### src/design/rbst_pkg.sv
// package: widths, types and fixed-point helpers for the ray/box slab test
`default_nettype none
package rbst_pkg;

  localparam int COORD_WIDTH = 32;
  localparam int FRAC_BITS   = 16;
  localparam int N_AXES      = 3;

  localparam int DIFF_W = COORD_WIDTH + 1;
  localparam int PROD_W = DIFF_W + COORD_WIDTH;
  localparam int SHR_W  = PROD_W - FRAC_BITS;
  localparam int DIST_W = 64;
  localparam int EXT_W  = (SHR_W > DIST_W) ? SHR_W : DIST_W;

  typedef logic signed [COORD_WIDTH-1:0] coord_t;
  typedef logic signed [DIFF_W-1:0]      diff_t;
  typedef logic signed [PROD_W-1:0]      prod_t;
  typedef logic signed [DIST_W-1:0]      dist_t;

  localparam logic signed [EXT_W-1:0] EXT_MAX = {{(EXT_W-DIST_W+1){1'b0}}, {(DIST_W-1){1'b1}}};
  localparam logic signed [EXT_W-1:0] EXT_MIN = {{(EXT_W-DIST_W+1){1'b1}}, {(DIST_W-1){1'b0}}};
  localparam dist_t OUT_MAX = {{(DIST_W-COORD_WIDTH+1){1'b0}}, {(COORD_WIDTH-1){1'b1}}};
  localparam dist_t OUT_MIN = -OUT_MAX - dist_t'(1);

  // floor shift of the full product, then clamp to the 64-bit distance range
  function automatic dist_t sat_dist(input prod_t p);
    logic signed [SHR_W-1:0] q;
    logic signed [EXT_W-1:0] e;
    dist_t                   r;
    q = SHR_W'(p >>> FRAC_BITS);
    e = EXT_W'(q);
    if (e > EXT_MAX) begin
      r = EXT_MAX[DIST_W-1:0];
    end else if (e < EXT_MIN) begin
      r = EXT_MIN[DIST_W-1:0];
    end else begin
      r = e[DIST_W-1:0];
    end
    return r;
  endfunction

  function automatic coord_t sat_out(input dist_t v);
    dist_t c;
    c = v;
    if (c > OUT_MAX) c = OUT_MAX;
    if (c < OUT_MIN) c = OUT_MIN;
    return c[COORD_WIDTH-1:0];
  endfunction

  function automatic dist_t dmin(input dist_t a, input dist_t b);
    return (a < b) ? a : b;
  endfunction

  function automatic dist_t dmax(input dist_t a, input dist_t b);
    return (a > b) ? a : b;
  endfunction

endpackage
`default_nettype wire

### src/design/rbst_merge.sv
// merge of the three lanes: x slab, then y and z narrowing, one stage each
`default_nettype none
module rbst_merge (
  input  wire logic            clk,
  input  wire logic            adv,
  input  wire rbst_pkg::dist_t t1 [rbst_pkg::N_AXES],
  input  wire rbst_pkg::dist_t t2 [rbst_pkg::N_AXES],
  output rbst_pkg::dist_t      t_min,
  output rbst_pkg::dist_t      t_max
);
  import rbst_pkg::*;

  dist_t xmin_r, xmax_r, y1_r, y2_r, z1_r, z2_r;
  dist_t ymin_r, ymax_r, z1b_r, z2b_r;
  dist_t zmin_r, zmax_r;
  dist_t ymin_nxt, ymax_nxt, zmin_nxt, zmax_nxt;

  always_comb begin
    ymin_nxt = dmax(xmin_r, dmin(dmin(y1_r, y2_r), xmax_r));
    ymax_nxt = dmin(xmax_r, dmax(dmax(y1_r, y2_r), ymin_nxt));
    zmin_nxt = dmax(ymin_r, dmin(dmin(z1b_r, z2b_r), ymax_r));
    zmax_nxt = dmin(ymax_r, dmax(dmax(z1b_r, z2b_r), zmin_nxt));
  end

  always_ff @(posedge clk) begin
    if (adv) begin
      xmin_r <= dmin(t1[0], t2[0]);
      xmax_r <= dmax(t1[0], t2[0]);
      y1_r   <= t1[1];
      y2_r   <= t2[1];
      z1_r   <= t1[2];
      z2_r   <= t2[2];
      ymin_r <= ymin_nxt;
      ymax_r <= ymax_nxt;
      z1b_r  <= z1_r;
      z2b_r  <= z2_r;
      zmin_r <= zmin_nxt;
      zmax_r <= zmax_nxt;
    end
  end

  assign t_min = zmin_r;
  assign t_max = zmax_r;
endmodule
`default_nettype wire

### config.mk
export PLATFORM = sky130hd
export DESIGN_NAME = rbst_merge
export DESIGN_NICKNAME = d
export VERILOG_FILES = /design/src/design/rbst_pkg.sv /design/src/design/rbst_merge.sv
export SDC_FILE = /design/constraint.sdc
export NUM_CORES = 2
export LEC_CHECK = 0
export ABC_AREA = 0
export CORE_AREA = 4 4 349 351
export CTS_CLUSTER_SIZE = 10
export DETAILED_ROUTE_END_ITERATION = 8
export DIE_AREA = 0 0 353 355
export DONT_BUFFER_PORTS = 1
export SETUP_SLACK_MARGIN = 0.3
export SLEW_MARGIN = 20
export SYNTH_ARGS = -nofsm -noshare
export SYNTH_HDL_FRONTEND = slang
export SYNTH_SLANG_ARGS = --single-unit
### constraint.sdc
create_clock -name clk -period 33.2 [get_ports clk]
set_input_delay 3.32 -clock clk [delete_from_list [all_inputs] [get_ports clk]]
set_output_delay 3.32 -clock clk [all_outputs]
set_load 0.01 [all_outputs]
Word-level counts from Yosys, hierarchy flattened

Cells that the tools add are included.

Magnitude comparators: 14
Muxes and demuxes: 14

Operators by type and width:

| kind                        | number |
|---|---|
| 64-bit 2-to-1 mux           | 14 |
| 64-bit > comparator         | 7 |
| 64-bit less-than comparator | 7 |

Register bits: 768
Logic and storage cells: 40
Output and inout port bits: 128
Bits of input ports: 386

Logic depth before layout (Yosys ltp)

Depth in word-level cells: 10
Depth in mapped cells: 66
Gate-level depth less buffers: 56

Least setup slack after synthesis

Ideal clock, no wire load.

Path type: register -> register
From: reg y1_r[49]
To: reg ymax_r[62] (data pin)
Clock period less this slack: 14.607 ns
Path slack: 18.593 ns
Arrival time: 14.324 ns
Setup time: 0.283 ns
Stages on the path, launching flop included: 64
Data required time: 32.917 ns
Path buffers: 12
Path through: edfxtp_1 ha_1 a21o_1 a221o_1 a22oi_1 o211ai_1 a311o_1 nor2_1 xnor2_1 clkbuf_1 clkbuf_1 mux2_2 ha_1 a21o_1 a21o_1 a221o_1 o41ai_1 o21ai_0 [... 28 more ...] clkbuf_1 buf_2 clkbuf_1 clkbuf_1 o21ai_0 ha_1 a21o_1 a21o_1 a21oi_1 nor2b_1 o21ai_0 o2111ai_1 or4_1 a211o_1 nor4_2 nor4_4 clkbuf_1 a2bb2oi_1

Cells in the longest elaborated chain, start to end: 10
Elaborated cells on any way between the ends: 12
Those cells by class: 6 x order compare; 6 x mux

Ends and longest elaborated chain:

| element                     | RTL line         | RTL |
|---|---|---|
| start, declared             | rbst_merge.sv:13 | `dist_t xmin_r, xmax_r, y1_r, y2_r, z1_r, z2_r;` |
| start signal, assigned      | rbst_merge.sv:29 | `y1_r <= t1[1];` |
| 64-bit less-than comparator | rbst_pkg.sv:51   | `return (a < b) ? a : b;` |
| 64-bit 2-to-1 mux           | rbst_pkg.sv:51   |  |
| 64-bit less-than comparator | rbst_pkg.sv:51   |  |
| 64-bit 2-to-1 mux           | rbst_pkg.sv:51   |  |
| 64-bit > comparator         | rbst_pkg.sv:55   | `return (a > b) ? a : b;` |
| 64-bit 2-to-1 mux           | rbst_pkg.sv:55   |  |
| 64-bit > comparator         | rbst_pkg.sv:55   |  |
| 64-bit 2-to-1 mux *         | rbst_pkg.sv:55   |  |
| 64-bit less-than comparator | rbst_pkg.sv:51   |  |
| 64-bit 2-to-1 mux *         | rbst_pkg.sv:51   |  |
| named net ymax_nxt[62]      | rbst_merge.sv:16 | `dist_t ymin_nxt, ymax_nxt, zmin_nxt, zmax_nxt;` |
| end signal, assigned        | rbst_merge.sv:34 | `ymax_r <= ymax_nxt;` |
| end, declared               | rbst_merge.sv:14 | `dist_t ymin_r, ymax_r, z1b_r, z2b_r;` |

The timed path passes the listed nets; every way through them passes the cells marked *.
A chain may end at the register's enable or synchronous reset.

Final worst setup path

From: reg y1_r[63]
To: reg ymax_r[9] (data pin)

Same word-level chain as after synthesis.

==> results.ini <==
[route]
routedWlPerCell_um=28.4
avgViaCountPerCell=6.29
vias=41800
drt_iter0_drc=4300
drc_errors=0
antenna_left=0
wl_um=189000
first_pass_iters=8

[run]
maxCapViolCount=0

[clocking]
postCtsSetupBuffers=0
cts.sinks=768
numCtsBuffers=94
cts_tree=done
cts-root-buf=clkbuf_16
htreeDepth=3
clkLatencyLatePin_ns=0.74
cts_resized=0
clk_pin_slew_ns=0.06
cts_buffer_depth=3
ctsHoldBuffers=0

[worst_setup_path]
criticalPathCategory=flop to flop
reg2reg_to=ymax_r[9]$_DFFE_PP_
r2r_cells=56
r2r_slack_ns=11.91
slowest_delay_ns=0.77
required_ns=33.72
worst_setup_path_start_kind=flop
r2r-start=y1_r[63]$_DFFE_PP_
crit_end=ymax_r[9]$_DFFE_PP_
crit_fanout=76
worstSetupEndpointType=flop
arrival_ns=21.81
startpoint=y1_r[63]$_DFFE_PP_
critPathSlowestCell=buf_4

[die]
die_w_um=353
core_um2=119000
die_height_um=355
dieArea_um2=125000
pin_count=514
initial_utilization=0.465
row_count=127

[cells_and_area]
area_delta_synth_final_pct=7.93
layout-drive-gt1-share=0.151
fin_nets=6138

[grt]
grt_pass1_wl_um=272000
gr-usage-met3=0.0746
track_usage=0.292
grt_busiest_layer=met2
antenna_found_initial=10
gr-usage-met1=0.419
grt_pass1_vias=39600
grt-ovfl-total=0
use_met2=0.425
grt_max_degree=769

[logic_synthesis]
synth.area.top_cells=edfxtp_1 (42%), ha_1 (16%), mux2_2 (9.0%)
syn_inst=5134
synth_area_um2=55300
yosys_warnings=0
yosysTopAreaCellShare=0.417
synth-edff-count=768
async_reset_ff_frac=0
synth_nets=6220
synth-seq-cells=768
seq_area_frac_synth=0.417
ys_top_cells_by_count=edfxtp_1 (768), ha_1 (700), inv_1 (534)
synth.largest_area_cell=edfxtp_1
syn_area_per_cell_um2=10.8
yosysMostFrequentCell=edfxtp_1
synth_ff_type=edfxtp_1
ys_types=71

[outcome]
status=completed

[sta]
clock.fmax_mhz=47.0
min_period_ns=21.29
worstMarginPinSlew_ns=1.12
relSlewSlack=0.253
hold_viol_final=0
timing.setup.tns_ns=0
slew_violations=0
finClkSkew_ns=0.0461
finalSetupViolCount=0
rsz0062_at_grt=no
timing.final.crit_share=0.641

[placed_design]
port_buffers=0
hpwl_um=145000
routabilityCongestion=0.973

[min_path]
hold_class=flop to flop

-- cells in the final DEF, fill, tap and decap left out, types with 11 or more instances in the layout --
cell	n
or2_1	51
nand3_1	125
nand2b_1	14
a31o_2	65
o31ai_2	60
nand4_1	143
clkbuf_16	95
a211oi_1	37
a221oi_1	12
nor2b_1	24
mux2_2	442
ha_1	700
nor3_1	118
and3_1	14
mux2i_1	193
o21ai_0	201
inv_1	534
a21o_1	158
or3_1	12
a2111oi_0	14
o2111ai_1	73
nand2_1	171
nor4_1	21
or2_2	18
o211ai_1	22
buf_4	36
a31oi_1	11
edfxtp_1	768
a21oi_1	301
nor2_1	347
a211o_1	69
o21a_1	22
clkbuf_1	12
a2bb2oi_1	66
-- state kept, by name, indices dropped and copies added (netlist names) --
register / count
ymin_r: 64
t_min: 64
z2b_r: 64
z1b_r: 64
y1_r: 64
z1_r: 64
z2_r: 64
ymax_r: 64
y2_r: 64
xmin_r: 64
t_max: 64
xmax_r: 64
-- how the worst min path moves through the flow --
| stage | cells past startpoint | endpoint | from | slack [ns] |
|---|---|---|---|---|
| floorplan | 0 | z1b_r[0]$_DFFE_PP_ | z1_r[0]$_DFFE_PP_ | 0.40 |
| CTS | 0 | z2b_r[30]$_DFFE_PP_ | z2_r[30]$_DFFE_PP_ | 0.40 |
| global placement | 0 | z1b_r[41]$_DFFE_PP_ | z1_r[41]$_DFFE_PP_ | 0.40 |
| detailed placement | 0 | z1b_r[0]$_DFFE_PP_ | z1_r[0]$_DFFE_PP_ | 0.40 |
| finish | 0 | z2b_r[30]$_DFFE_PP_ | z2_r[30]$_DFFE_PP_ | 0.40 |
| global route | 0 | z2b_r[23]$_DFFE_PP_ | z2_r[23]$_DFFE_PP_ | 0.42 |
-- worst max-delay path, delay by kind of cell (launching register included) --
kind,cells,cell delay [ns]
XOR/XNOR,1,0.69
AND/OR/NAND/NOR,25,7.72
buffers and inverters,6,3.60
AO/OA/AOI/OAI,17,5.69
multiplexers,2,0.68
adder cells (fa/ha/maj),5,1.87
flip-flops,1,0.41
-- through the flow --
stage | hold slack (ns) | instances | setup WS [ns] | utilization | area (um2)
CTS | 0.405 | 6635 | 11.95 | 0.500 | 59500
finish | 0.404 | 6648 | 11.91 | 0.502 | 59700
global route | 0.416 | 6642 | 10.99 | 0.501 | 59700
detailed placement | 0.405 | 6499 | 12.07 | 0.477 | 56800
floorplan | 0.400 | 5134 | 18.59 | - | 55300
global placement | 0.401 | 6499 | 12.15 | 0.477 | 56800
-- cell families after synthesis --
group | Yosys count | synth area share
and+or+nand+nor | 1100 | 0.0965
xor gates and xnor gates | 3 | 0.000475
muxes | 637 | 0.125
buffers and inverters | 753 | 0.0527
AOI/OAI and AO/OA | 1173 | 0.150
adders and majority gates | 700 | 0.158
DFF | 768 | 0.417
-- routing by layer --
| layer | vias up | routed length [um] | part of all wire |
|---|---|---|---|
| met4 | 4 | 7540 | 0.040 |
| met1 | 20500 | 83800 | 0.44 |
| met3 | 259 | 18800 | 0.10 |
| li1 | 19200 | - | - |
| met2 | 1869 | 78600 | 0.42 |
| met5 | - | 21 | 0.00011 |
-- cell type report --
type / count / area (um2)
antenna: 8 / 20.0
clock buffer: 107 / 2420
clock inverter: 29 / 329
fill: 10600 / 59300
inverter: 534 / 2000
multi-input combinational: 3613 / 29500
sequential: 768 / 23100
tap: 1548 / 1940
timing repair buffer: 41 / 408
Power is left out: the tool's default activity adds up to more than one toggle a clock period on the data nets, which glitch-free logic cannot reach.
